<file path="src/design/sad_pkg.sv">
// ----------------------------------------------------------------------------
// sad_pkg
// Shared constants and types for the 16x16 SAD block with early exit.
// ----------------------------------------------------------------------------
package sad_pkg;

  // Block geometry
  localparam int unsigned BLOCK_ROWS = 16;
  localparam int unsigned RowW       = (BLOCK_ROWS > 1) ? $clog2(BLOCK_ROWS) : 1;
  localparam logic [RowW-1:0] LastRow = RowW'(BLOCK_ROWS - 1);

  // Lane geometry: eight bytes per lane, two lanes per row
  localparam int unsigned ByteW     = 8;
  localparam int unsigned LaneBytes = 8;
  localparam int unsigned LaneW     = ByteW * LaneBytes;
  localparam int unsigned LaneSumW  = ByteW + $clog2(LaneBytes);

  // Running total
  localparam int unsigned SumW = 16;
  localparam int unsigned AccW = SumW + 1;

  // Per-row control carried from the input stage to the accumulator
  typedef struct packed {
    logic            first;
    logic            last;
    logic [SumW-1:0] limit;
  } sad_ctl_t;

endpackage

</file>
<file path="src/design/sad_16x16_early_exit.sv">
// ----------------------------------------------------------------------------
// sad_16x16_early_exit
// Takes one 16-byte source row and one 16-byte reference row per word and
// accepts a new row every cycle when the output is not stalled. Each row
// goes through two 8-byte lanes (one register stage), then the
// accumulator adds both lane sums to the block total; the result word
// is registered after its last row has left the lane register. The input
// stalls only while the lane stage holds a row and the result word ahead of
// it is stalled. The limit is taken
// from the first row of each block. When the total first exceeds it, one
// word with over_limit set carries the partial total and the remaining rows
// of that block are absorbed without output; otherwise one word with the
// full total follows the block's last row.
// ----------------------------------------------------------------------------
module sad_16x16_early_exit (
  input  logic                        clk_i,
  input  logic                        rst_ni,
  input  logic                        in_valid_i,
  output logic                        in_stall_o,
  input  logic [sad_pkg::LaneW-1:0]   src_bytes_lo_i,
  input  logic [sad_pkg::LaneW-1:0]   src_bytes_hi_i,
  input  logic [sad_pkg::LaneW-1:0]   ref_bytes_lo_i,
  input  logic [sad_pkg::LaneW-1:0]   ref_bytes_hi_i,
  input  logic [sad_pkg::SumW-1:0]    sad_limit_i,
  output logic                        out_valid_o,
  input  logic                        out_stall_i,
  output logic [sad_pkg::SumW-1:0]    sad_total_o,
  output logic                        over_limit_o
);
  import sad_pkg::*;

  logic              in_acc;
  logic              adv;
  logic              out_ready;
  logic [RowW-1:0]   row_d, row_q;
  logic              s1_valid_d, s1_valid_q;
  sad_ctl_t          ctl_d, ctl_q;
  logic [LaneSumW-1:0] lo_sad;
  logic [LaneSumW-1:0] hi_sad;

  // Input handshake: lane stage moves on when the output can take it
  assign adv        = s1_valid_q && out_ready;
  assign in_stall_o = s1_valid_q && !out_ready;
  assign in_acc     = in_valid_i && !in_stall_o;
  assign s1_valid_d = in_acc || (s1_valid_q && !out_ready);

  // Row position inside the block
  assign row_d = (row_q == LastRow) ? '0 : row_q + RowW'(1);

  // Row control for the accumulator
  always_comb begin
    ctl_d.first = (row_q == '0);
    ctl_d.last  = (row_q == LastRow);
    ctl_d.limit = sad_limit_i;
  end

  always_ff @(posedge clk_i or negedge rst_ni) begin
    if (!rst_ni) begin
      row_q      <= '0;
      s1_valid_q <= 1'b0;
    end else begin
      s1_valid_q <= s1_valid_d;
      if (in_acc) begin
        row_q <= row_d;
      end
    end
  end

  always_ff @(posedge clk_i) begin
    if (in_acc) begin
      ctl_q <= ctl_d;
    end
  end

  // Two lanes side by side
  sad_lane u_lane_lo (
    .clk_i (clk_i),
    .en_i  (in_acc),
    .a_i   (src_bytes_lo_i),
    .b_i   (ref_bytes_lo_i),
    .sad_o (lo_sad)
  );

  sad_lane u_lane_hi (
    .clk_i (clk_i),
    .en_i  (in_acc),
    .a_i   (src_bytes_hi_i),
    .b_i   (ref_bytes_hi_i),
    .sad_o (hi_sad)
  );

  // Merge lanes into the block total
  sad_accum u_accum (
    .clk_i        (clk_i),
    .rst_ni       (rst_ni),
    .adv_i        (adv),
    .ctl_i        (ctl_q),
    .lo_sad_i     (lo_sad),
    .hi_sad_i     (hi_sad),
    .out_stall_i  (out_stall_i),
    .out_ready_o  (out_ready),
    .out_valid_o  (out_valid_o),
    .sad_total_o  (sad_total_o),
    .over_limit_o (over_limit_o)
  );

`ifndef ASSERT_OFF
  // The block's last row wraps the row count
  a_row_wrap: assert property (@(posedge clk_i) disable iff (!rst_ni)
    (in_acc && (row_q == LastRow)) |=> (row_q == '0))
    else $error("row count did not wrap after the last row");

  // A held lane word keeps its row control
  a_hold_ctl: assert property (@(posedge clk_i) disable iff (!rst_ni)
    (s1_valid_q && !out_ready) |=> (s1_valid_q && $stable(ctl_q)))
    else $error("lane stage lost a stalled row");
`endif

endmodule

</file>
<file path="src/design/sad_lane.sv">
// ----------------------------------------------------------------------------
// sad_lane
// Sum of absolute byte differences over one 8-byte lane, registered.
// ----------------------------------------------------------------------------
module sad_lane (
  input  logic                          clk_i,
  input  logic                          en_i,
  input  logic [sad_pkg::LaneW-1:0]     a_i,
  input  logic [sad_pkg::LaneW-1:0]     b_i,
  output logic [sad_pkg::LaneSumW-1:0]  sad_o
);
  import sad_pkg::*;

  logic [LaneSumW-1:0] sad_d;
  logic [LaneSumW-1:0] sad_q;

  // Absolute difference per byte, then add them up
  always_comb begin
    logic [ByteW-1:0] x;
    logic [ByteW-1:0] y;
    logic [ByteW-1:0] diff;
    sad_d = '0;
    for (int i = 0; i < LaneBytes; i++) begin
      x    = a_i[i*ByteW +: ByteW];
      y    = b_i[i*ByteW +: ByteW];
      diff = (x > y) ? (x - y) : (y - x);
      sad_d = sad_d + LaneSumW'(diff);
    end
  end

  // Hold the lane result for the accumulator
  always_ff @(posedge clk_i) begin
    if (en_i) begin
      sad_q <= sad_d;
    end
  end

  assign sad_o = sad_q;

endmodule

</file>
<file path="src/design/sad_accum.sv">
// ----------------------------------------------------------------------------
// sad_accum
// Merges the lane sums into the block total, checks the limit, and holds
// the result word until the consumer takes it.
// ----------------------------------------------------------------------------
module sad_accum (
  input  logic                          clk_i,
  input  logic                          rst_ni,
  input  logic                          adv_i,
  input  sad_pkg::sad_ctl_t             ctl_i,
  input  logic [sad_pkg::LaneSumW-1:0]  lo_sad_i,
  input  logic [sad_pkg::LaneSumW-1:0]  hi_sad_i,
  input  logic                          out_stall_i,
  output logic                          out_ready_o,
  output logic                          out_valid_o,
  output logic [sad_pkg::SumW-1:0]      sad_total_o,
  output logic                          over_limit_o
);
  import sad_pkg::*;

  logic [SumW-1:0] sum_d, sum_q;
  logic [SumW-1:0] limit_d, limit_q;
  logic            stopped_d, stopped_q;
  logic            out_valid_d, out_valid_q;
  logic [SumW-1:0] total_q;
  logic            over_q;

  logic [SumW-1:0] limit_eff;
  logic [SumW-1:0] base;
  logic            stop_eff;
  logic [AccW-1:0] raw;
  logic [SumW-1:0] sat;
  logic            over;
  logic            emit;

  // Start a fresh block on its first row
  assign limit_eff = ctl_i.first ? ctl_i.limit : limit_q;
  assign stop_eff  = ctl_i.first ? 1'b0 : stopped_q;
  assign base      = ctl_i.first ? '0 : sum_q;

  // Add both lanes, saturate, compare with the limit
  assign raw  = AccW'(base) + AccW'(lo_sad_i) + AccW'(hi_sad_i);
  assign sat  = raw[SumW] ? '1 : raw[SumW-1:0];
  assign over = sat > limit_eff;
  assign emit = adv_i && !stop_eff && (over || ctl_i.last);

  // Next block state
  always_comb begin
    sum_d     = sum_q;
    limit_d   = limit_q;
    stopped_d = stopped_q;
    if (adv_i) begin
      limit_d   = limit_eff;
      stopped_d = stop_eff || over;
      if (!stop_eff) begin
        sum_d = sat;
      end
    end
  end

  // Output word stays until taken
  assign out_ready_o = !out_valid_q || !out_stall_i;
  assign out_valid_d = emit || (out_valid_q && out_stall_i);

  always_ff @(posedge clk_i or negedge rst_ni) begin
    if (!rst_ni) begin
      sum_q       <= '0;
      limit_q     <= '0;
      stopped_q   <= 1'b0;
      out_valid_q <= 1'b0;
    end else begin
      sum_q       <= sum_d;
      limit_q     <= limit_d;
      stopped_q   <= stopped_d;
      out_valid_q <= out_valid_d;
    end
  end

  // Load the result payload
  always_ff @(posedge clk_i) begin
    if (emit) begin
      total_q <= sat;
      over_q  <= over;
    end
  end

  assign out_valid_o  = out_valid_q;
  assign sad_total_o  = total_q;
  assign over_limit_o = over_q;

`ifndef ASSERT_OFF
  // A stopped block always holds a total above its limit
  a_stop_above_limit: assert property (@(posedge clk_i) disable iff (!rst_ni)
    stopped_q |-> (sum_q > limit_q))
    else $error("stopped block with total not above limit");

  // A stopped block emits nothing until the next block starts
  a_no_emit_stopped: assert property (@(posedge clk_i) disable iff (!rst_ni)
    (adv_i && !ctl_i.first && stopped_q) |-> !emit)
    else $error("result emitted after early exit");

  // Never advance into a pending, stalled result word
  a_no_overwrite: assert property (@(posedge clk_i) disable iff (!rst_ni)
    (out_valid_q && out_stall_i) |-> !adv_i)
    else $error("row advanced over a stalled result");
`endif

endmodule

</file>
<file path="config.mk">
export PLATFORM = sky130hd
export DESIGN_NAME = sad_16x16_early_exit
export DESIGN_NICKNAME = d
export VERILOG_FILES = /design/src/design/sad_pkg.sv /design/src/design/sad_16x16_early_exit.sv /design/src/design/sad_lane.sv /design/src/design/sad_accum.sv
export SDC_FILE = /design/constraint.sdc
export NUM_CORES = 1
export LEC_CHECK = 0
export BUFFER_PORTS_ARGS = -buffer_cell sky130_fd_sc_hd__buf_2
export CELL_PAD_IN_SITES_DETAIL_PLACEMENT = 1
export CELL_PAD_IN_SITES_GLOBAL_PLACEMENT = 1
export CORE_ASPECT_RATIO = 1.2
export CORE_MARGIN = 3
export CORE_UTILIZATION = 45
export DETAILED_ROUTE_END_ITERATION = 10
export PLACE_DENSITY_LB_ADDON = 0.2
export RECOVER_POWER = 50
export REMOVE_ABC_BUFFERS = 1
export SETUP_SLACK_MARGIN = 0.02
export SLEW_MARGIN = 20
export SYNTH_ARGS = -nofsm -noshare
export SYNTH_HDL_FRONTEND = slang
export SYNTH_SLANG_ARGS = --single-unit
</file>
<file path="constraint.sdc">
create_clock -name clk_i -period 10.7 [get_ports clk_i]
set_clock_uncertainty 0.15 [all_clocks]
set_input_delay 2.14 -clock clk_i [delete_from_list [all_inputs] [get_ports clk_i]]
set_output_delay 2.14 -clock clk_i [all_outputs]
set_load 0.005 [all_outputs]
</file>
==> results of run 1 <==
layout by cell type (no fill, tap or decap), types with 13 or more instances in the layout:
| master | n |
|---|---|
| xor2_1 | 40 |
| edfxtp_1 | 57 |
| inv_1 | 440 |
| fa_1 | 122 |
| or3_1 | 15 |
| nor2_1 | 66 |
| o21ai_0 | 64 |
| a21oi_1 | 179 |
| nor3_1 | 42 |
| nand4_1 | 32 |
| nor2b_1 | 32 |
| o21bai_1 | 22 |
| a221oi_1 | 14 |
| a21o_1 | 76 |
| ha_1 | 315 |
| a31oi_1 | 18 |
| clkbuf_1 | 13 |
| and2_1 | 19 |
| dfrtp_1 | 39 |
| xnor2_1 | 89 |
| buf_2 | 282 |
| nand2_1 | 77 |
| mux2i_1 | 96 |
| mux2_2 | 31 |
| nand3_1 | 15 |
cell type report:
cell class,instances,area share
tap,533,0.0323
multi-input combinational,1532,0.670
sequential,96,0.130
clock buffer,10,0.0116
inverter,440,0.0799
timing repair buffer,300,0.0725
clock inverter,6,0.00248
antenna,7,0.000848
cell families (layout without fill, tap and decap cells):
group / Yosys count / after routing / share of synthesized area
buffers and inverters: 478 / 756 / 0.0997
and+or+nand+nor: 351 / 351 / 0.0991
xor gates and xnor gates: 129 / 129 / 0.0615
AOI/OAI and AO/OA: 488 / 488 / 0.174
other: 0 / 7 / 0
muxes: 127 / 127 / 0.0713
adders and majority gates: 437 / 437 / 0.348
DFF: 96 / 96 / 0.146
state kept, by name, summed over array words and instances (netlist names):
name,flops
u_accum.out_valid_o,1
row_q,4
u_lane_hi.sad_o,11
u_accum.limit_q,16
u_lane_lo.sad_o,11
u_accum.over_limit_o,1
s1_valid_q,1
u_accum.sum_q,16
u_accum.sad_total_o,16
ctl_q,18
u_accum.stopped_q,1
worst paths after layout:
| check | from | to | slack, ns | cells past startpoint |
|---|---|---|---|---|
| setup / recovery | src_bytes_hi_i[12] | u_lane_hi.sad_o[10] | 1.42 | 25 |
| hold / removal | u_accum.sum_q[1] | u_accum.sum_q[1] | 0.36 | 1 |
| setup reg to reg | ctl_q[17] | u_accum.sad_total_o[12] | 4.43 | 20 |
| hold reg to reg | u_accum.sum_q[1] | u_accum.sum_q[1] | 0.36 | 1 |
| max in group asynchronous | rst_ni | u_accum.sum_q[12] | 6.77 | 1 |
| min in group asynchronous | rst_ni | u_accum.out_valid_o | 2.32 | 1 |
metrics by stage:
stage / utilization / instances
final: 0.516 / 2924
after global routing: 0.516 / 2923
after CTS: 0.516 / 2917
after detailed placement: 0.509 / 2901
after global placement: 0.509 / 2901
after floorplan: - / 2068
layer usage:
layer / share of wire / global-route usage
met1: 0.42 / 0.264
met2: 0.52 / 0.436
met3: 0.040 / 0.0337
met4: 0.021 / 0.0540
met5: 0.0013 / 0
worst max-delay path, cell delays in order:
cell,delay (ns)
buf_2,0.09
inv_1,0.04
ha_1,0.42
nand4_1,0.19
or4_1,0.55
o21ai_1,0.53
mux2_2,0.44
ha_1,0.27
a21o_1,0.18
a21oi_1,0.22
xnor2_1,0.22
fa_1,0.48
fa_1,0.55
inv_1,0.06
fa_1,0.52
inv_1,0.05
fa_1,0.53
inv_1,0.04
ha_1,0.32
a21oi_1,0.21
nor2b_1,0.07
o21a_1,0.19
o41ai_2,0.33
or4b_1,0.48
o311ai_0,0.13
==> impl_metrics.toml, run 1 <==
[clock_tree]
path_clk_slew_ns = 0.07
numCtsBuffers = 9
cts_htree_levels = 3
cts_root_buffer = "clkbuf_16"
cts_resized = 0
cts_buffer_depth = 2
cts_hold_buffers = 0
post_cts_buffers = 0
cts_sinks = 96
clk_latency_ns = 0.35
cts_tree = "built"

[yosys]
synth_cell_types = 75
synth.top_cells.by_area = "ha_1 21%, fa_1 13%, edfxtp_1 9.3%"
yosysSeqAreaShare = 0.146
yosysTopAreaCellShare = 0.215
synth_edf_count = 57
ys_warn_count = 0
synth_most_common_cell = "inv_1"
ys_async_sr_fraction = 0.406
synth_area_sq_um = 18400
synth-main-ff-cell = "edfxtp_1"
synthCells = 2106
synth_seq_cells = 96
synth_top_cell_by_area = "ha_1"
syn_area_per_cell_sq_um = 8.72
synth_commonest_cells = "440 x inv_1, 315 x ha_1, 179 x a21oi_1, 122 x fa_1, 96 x mux2i_1"

[global_routing]
grt_max_degree = 40
grt_pass1_vias = 17100
grt_use_total = 0.227
grt_pass1_wl_microns = 81400
globalRouteOverflowTotal = 0
antenna_found_initial = 14

[sta]
finalMaxSlewViolations = 40
fin_crit_sh = 0.868
tns_ns = 0
hold_viol = 0
holdWs_ns = 0.360
worstMarginPinSlew_ns = 2.29
worst_slack_ns = 1.42
fmax_mhz = 108
rsz0062_at_grt = "no"
period_needed_ns = 9.28
finalSetupViolCount = 0
slew-limit-headroom = -0.525

[worst_setup_path]
start_kind = "input pin"
endpoint_kind = "flop"
crit_type = "in -> reg"
worstPathRequired_ns = 10.68
cp_max_fo = 11
worstPathArrival_ns = 9.27

[flow_run]
maxCapViolations = 1

[finish]
register_area_sq_um = 2690
fillers = 4891
finish.instance_area_sq_um = 20700
nets = 3092
drive_gt1_frac = 0.155
area_delta_synth_final_pct = 12.5
multi_input_area_sq_um = 13800

[detailed_routing]
vias_per_cell = 5.32
post_drt_wl_per_cell_microns = 17.0
totalWireLength_microns = 49700
drtIter0Drc = 472
drt.antenna.violating_nets = 0
dr.pass1.iters = 4
vias = 15600
route.detailed.drc = 0

[floorplan]
pin_count = 295
die_x_microns = 190
core_sq_um = 40000
fp.dieArea_sq_um = 43300
start_util = 0.459
std_cell_rows = 80
die_y_microns = 227

[placed_design]
dp_hpwl_microns = 44200
post_dp_cell_area_sq_um = 20400
post-place-ws_ns = 1.02
gp_congestion = 0.894
port_buffers = 294

[status]
violations = "max-capacitance violations, max-slew violations"
outcome = "finished with violations"

[hold_path]
hold_class = "reg -> reg"
Power of run 1 is left out: the tool's default activity adds up to more than one toggle a clock period on the data nets, which glitch-free logic cannot reach.
==> run 2, diff against run 1 <==
Settings changed: CELL_PAD_IN_SITES_DETAIL_PLACEMENT 1 to 2, CELL_PAD_IN_SITES_GLOBAL_PLACEMENT 1 to 2, CORE_ASPECT_RATIO 1.2 to 0.6, CORE_UTILIZATION 45 to 39, SLEW_MARGIN 20 to 10.
==> run 2 against run 1 <==
The flow still finishes with violations (max-capacitance violations, max-slew violations); cell count up 2.7%; worst hold slack worse by 0.010 ns; sequential cell count did not move; via count grew 3.3%; design area rose by 0.42%; die area is 15% higher; wire length increased by 26%; critical path depth unchanged; sequential share of layout area fell by 0.055 points; critical path type unchanged.
==> impl_metrics.toml, run 2 (synthesis gave the netlist of run 1 again) <==
[placed_design]
port_buffers = 294
dp_hpwl_microns = 55100
gp_congestion = 0.871
post-place-ws_ns = 0.615

[sta]
period_needed_ns = 9.70
worstMarginPinSlew_ns = 2.46
holdWs_ns = 0.350
slew-limit-headroom = -0.639
worst_slack_ns = 0.998
rsz0062_at_grt = "no"
finalMaxSlewViolations = 76
fmax_mhz = 103
tns_ns = 0
hold_viol = 0
fin_crit_sh = 0.907
finalSetupViolCount = 0

[floorplan]
start_util = 0.402
die_x_microns = 286
pin_count = 295
die_y_microns = 174
fp.dieArea_sq_um = 49800
std_cell_rows = 60
core_sq_um = 45600

[hold_path]
hold_class = "reg -> reg"

[global_routing]
grt_pass1_wl_microns = 101000
grt_max_degree = 40
use_met1 = 0.359
grt_pass1_vias = 18100
top_usage_layer = "met2"
use_met3 = 0.0242
met2_usage = 0.422
grt_use_total = 0.251
globalRouteOverflowTotal = 0
antenna_found_initial = 4

[worst_setup_path]
r2r_end = "u_accum.sad_total_o[2]"
crit_family = "adder cells"
worstPathArrival_ns = 9.66
cp_max_fo = 11
r2r_start = "ctl_q[17]"
start_kind = "input pin"
reg2reg_slack_ns = 4.00
critPathBufInv = 5
crit_type = "in -> reg"
crit_slowest_cell = "fa_1"
endpoint_kind = "flop"
worstPathRequired_ns = 10.66
endpoint = "u_lane_hi.sad_o[10]"
slowest_delay_ns = 0.57
crit_path_start = "src_bytes_hi_i[12]"
worstRegToRegCells = 20
cp_num_cells = 25

[clock_tree]
cts_hold_buffers = 0
numCtsBuffers = 9
cts_resized = 0
cts_tree = "built"
cts_buffer_depth = 2
post_cts_buffers = 0
clk_latency_ns = 0.35
cts_htree_levels = 3
path_clk_slew_ns = 0.07
cts_sinks = 96
cts_root_buffer = "clkbuf_16"

[finish]
register_area_sq_um = 2690
drive_gt1_frac = 0.152
largest-register = "ctl_q"
multi_input_area_sq_um = 13900
final_common_cell = "inv_1"
area_delta_synth_final_pct = 13.0
layout_common_cells = "440 x inv_1, 315 x ha_1, 275 x buf_2, 179 x a21oi_1, 122 x fa_1"
fillers = 5227
nets = 3091
largest_reg_flops = 18

[status]
violations = "max-capacitance violations, max-slew violations"
outcome = "finished with violations"

[detailed_routing]
dr.pass1.iters = 5
post_drt_wl_per_cell_microns = 20.9
vias = 16100
vias_per_cell = 5.35
route.detailed.drc = 0
totalWireLength_microns = 62600
drt.antenna.violating_nets = 0
drtIter0Drc = 554

[flow_run]
maxCapViolations = 2
## run 2: worst min-delay path by stage
stage | startpoint | end | cells after the start
5_1_grt | u_accum.limit_q[0] | u_accum.limit_q[0] | 1
3_3_place_gp | u_accum.sum_q[0] | u_accum.sum_q[0] | 2
4_1_cts | u_accum.sum_q[0] | u_accum.sum_q[0] | 2
3_5_place_dp | u_accum.sum_q[0] | u_accum.sum_q[0] | 2
6_report | u_accum.sum_q[0] | u_accum.sum_q[0] | 2
2_1_floorplan | u_accum.sum_q[0] | u_accum.sum_q[0] | 2
## run 2: through the flow
step	utilization	area, sq um	std cells
after floorplan	-	18200	2068
after global placement	0.449	20500	2987
after detailed placement	0.449	20500	2987
after CTS	0.455	20800	3003
after global routing	0.455	20700	3004
final	0.455	20700	3004
## run 2: final cells by class
cell class                 instances  area share
multi-input combinational       1532       0.668
tap                              620      0.0374
timing repair buffer             299      0.0714
sequential                        96       0.130
clock inverter                     5     0.00187
clock buffer                      11      0.0122
inverter                         440      0.0796
antenna                            1    0.000121
## run 2: worst reg2reg max path, stage by stage (launching register included)
cell	delay [ns]
edfxtp_1	0.37
buf_4	0.30
inv_1	0.25
nand2_1	0.10
fa_1	0.36
inv_1	0.08
ha_1	0.20
inv_1	0.07
fa_1	0.41
nor2b_1	0.15
o21ai_0	0.14
a21boi_0	0.50
o2111ai_1	0.26
a21boi_0	0.45
and2_1	0.21
a211oi_1	0.11
ha_1	0.38
nand4_1	0.17
or3_1	0.41
o221a_2	0.27
o31ai_4	0.95
## run 2: routing by layer
layer / up-vias / share of wire
li1: 7669 / -
met1: 8128 / 0.49
met2: 234 / 0.47
met3: 38 / 0.029
met4: 6 / 0.0080
met5: - / 0.00046
Power of run 2 is left out for the same reason.
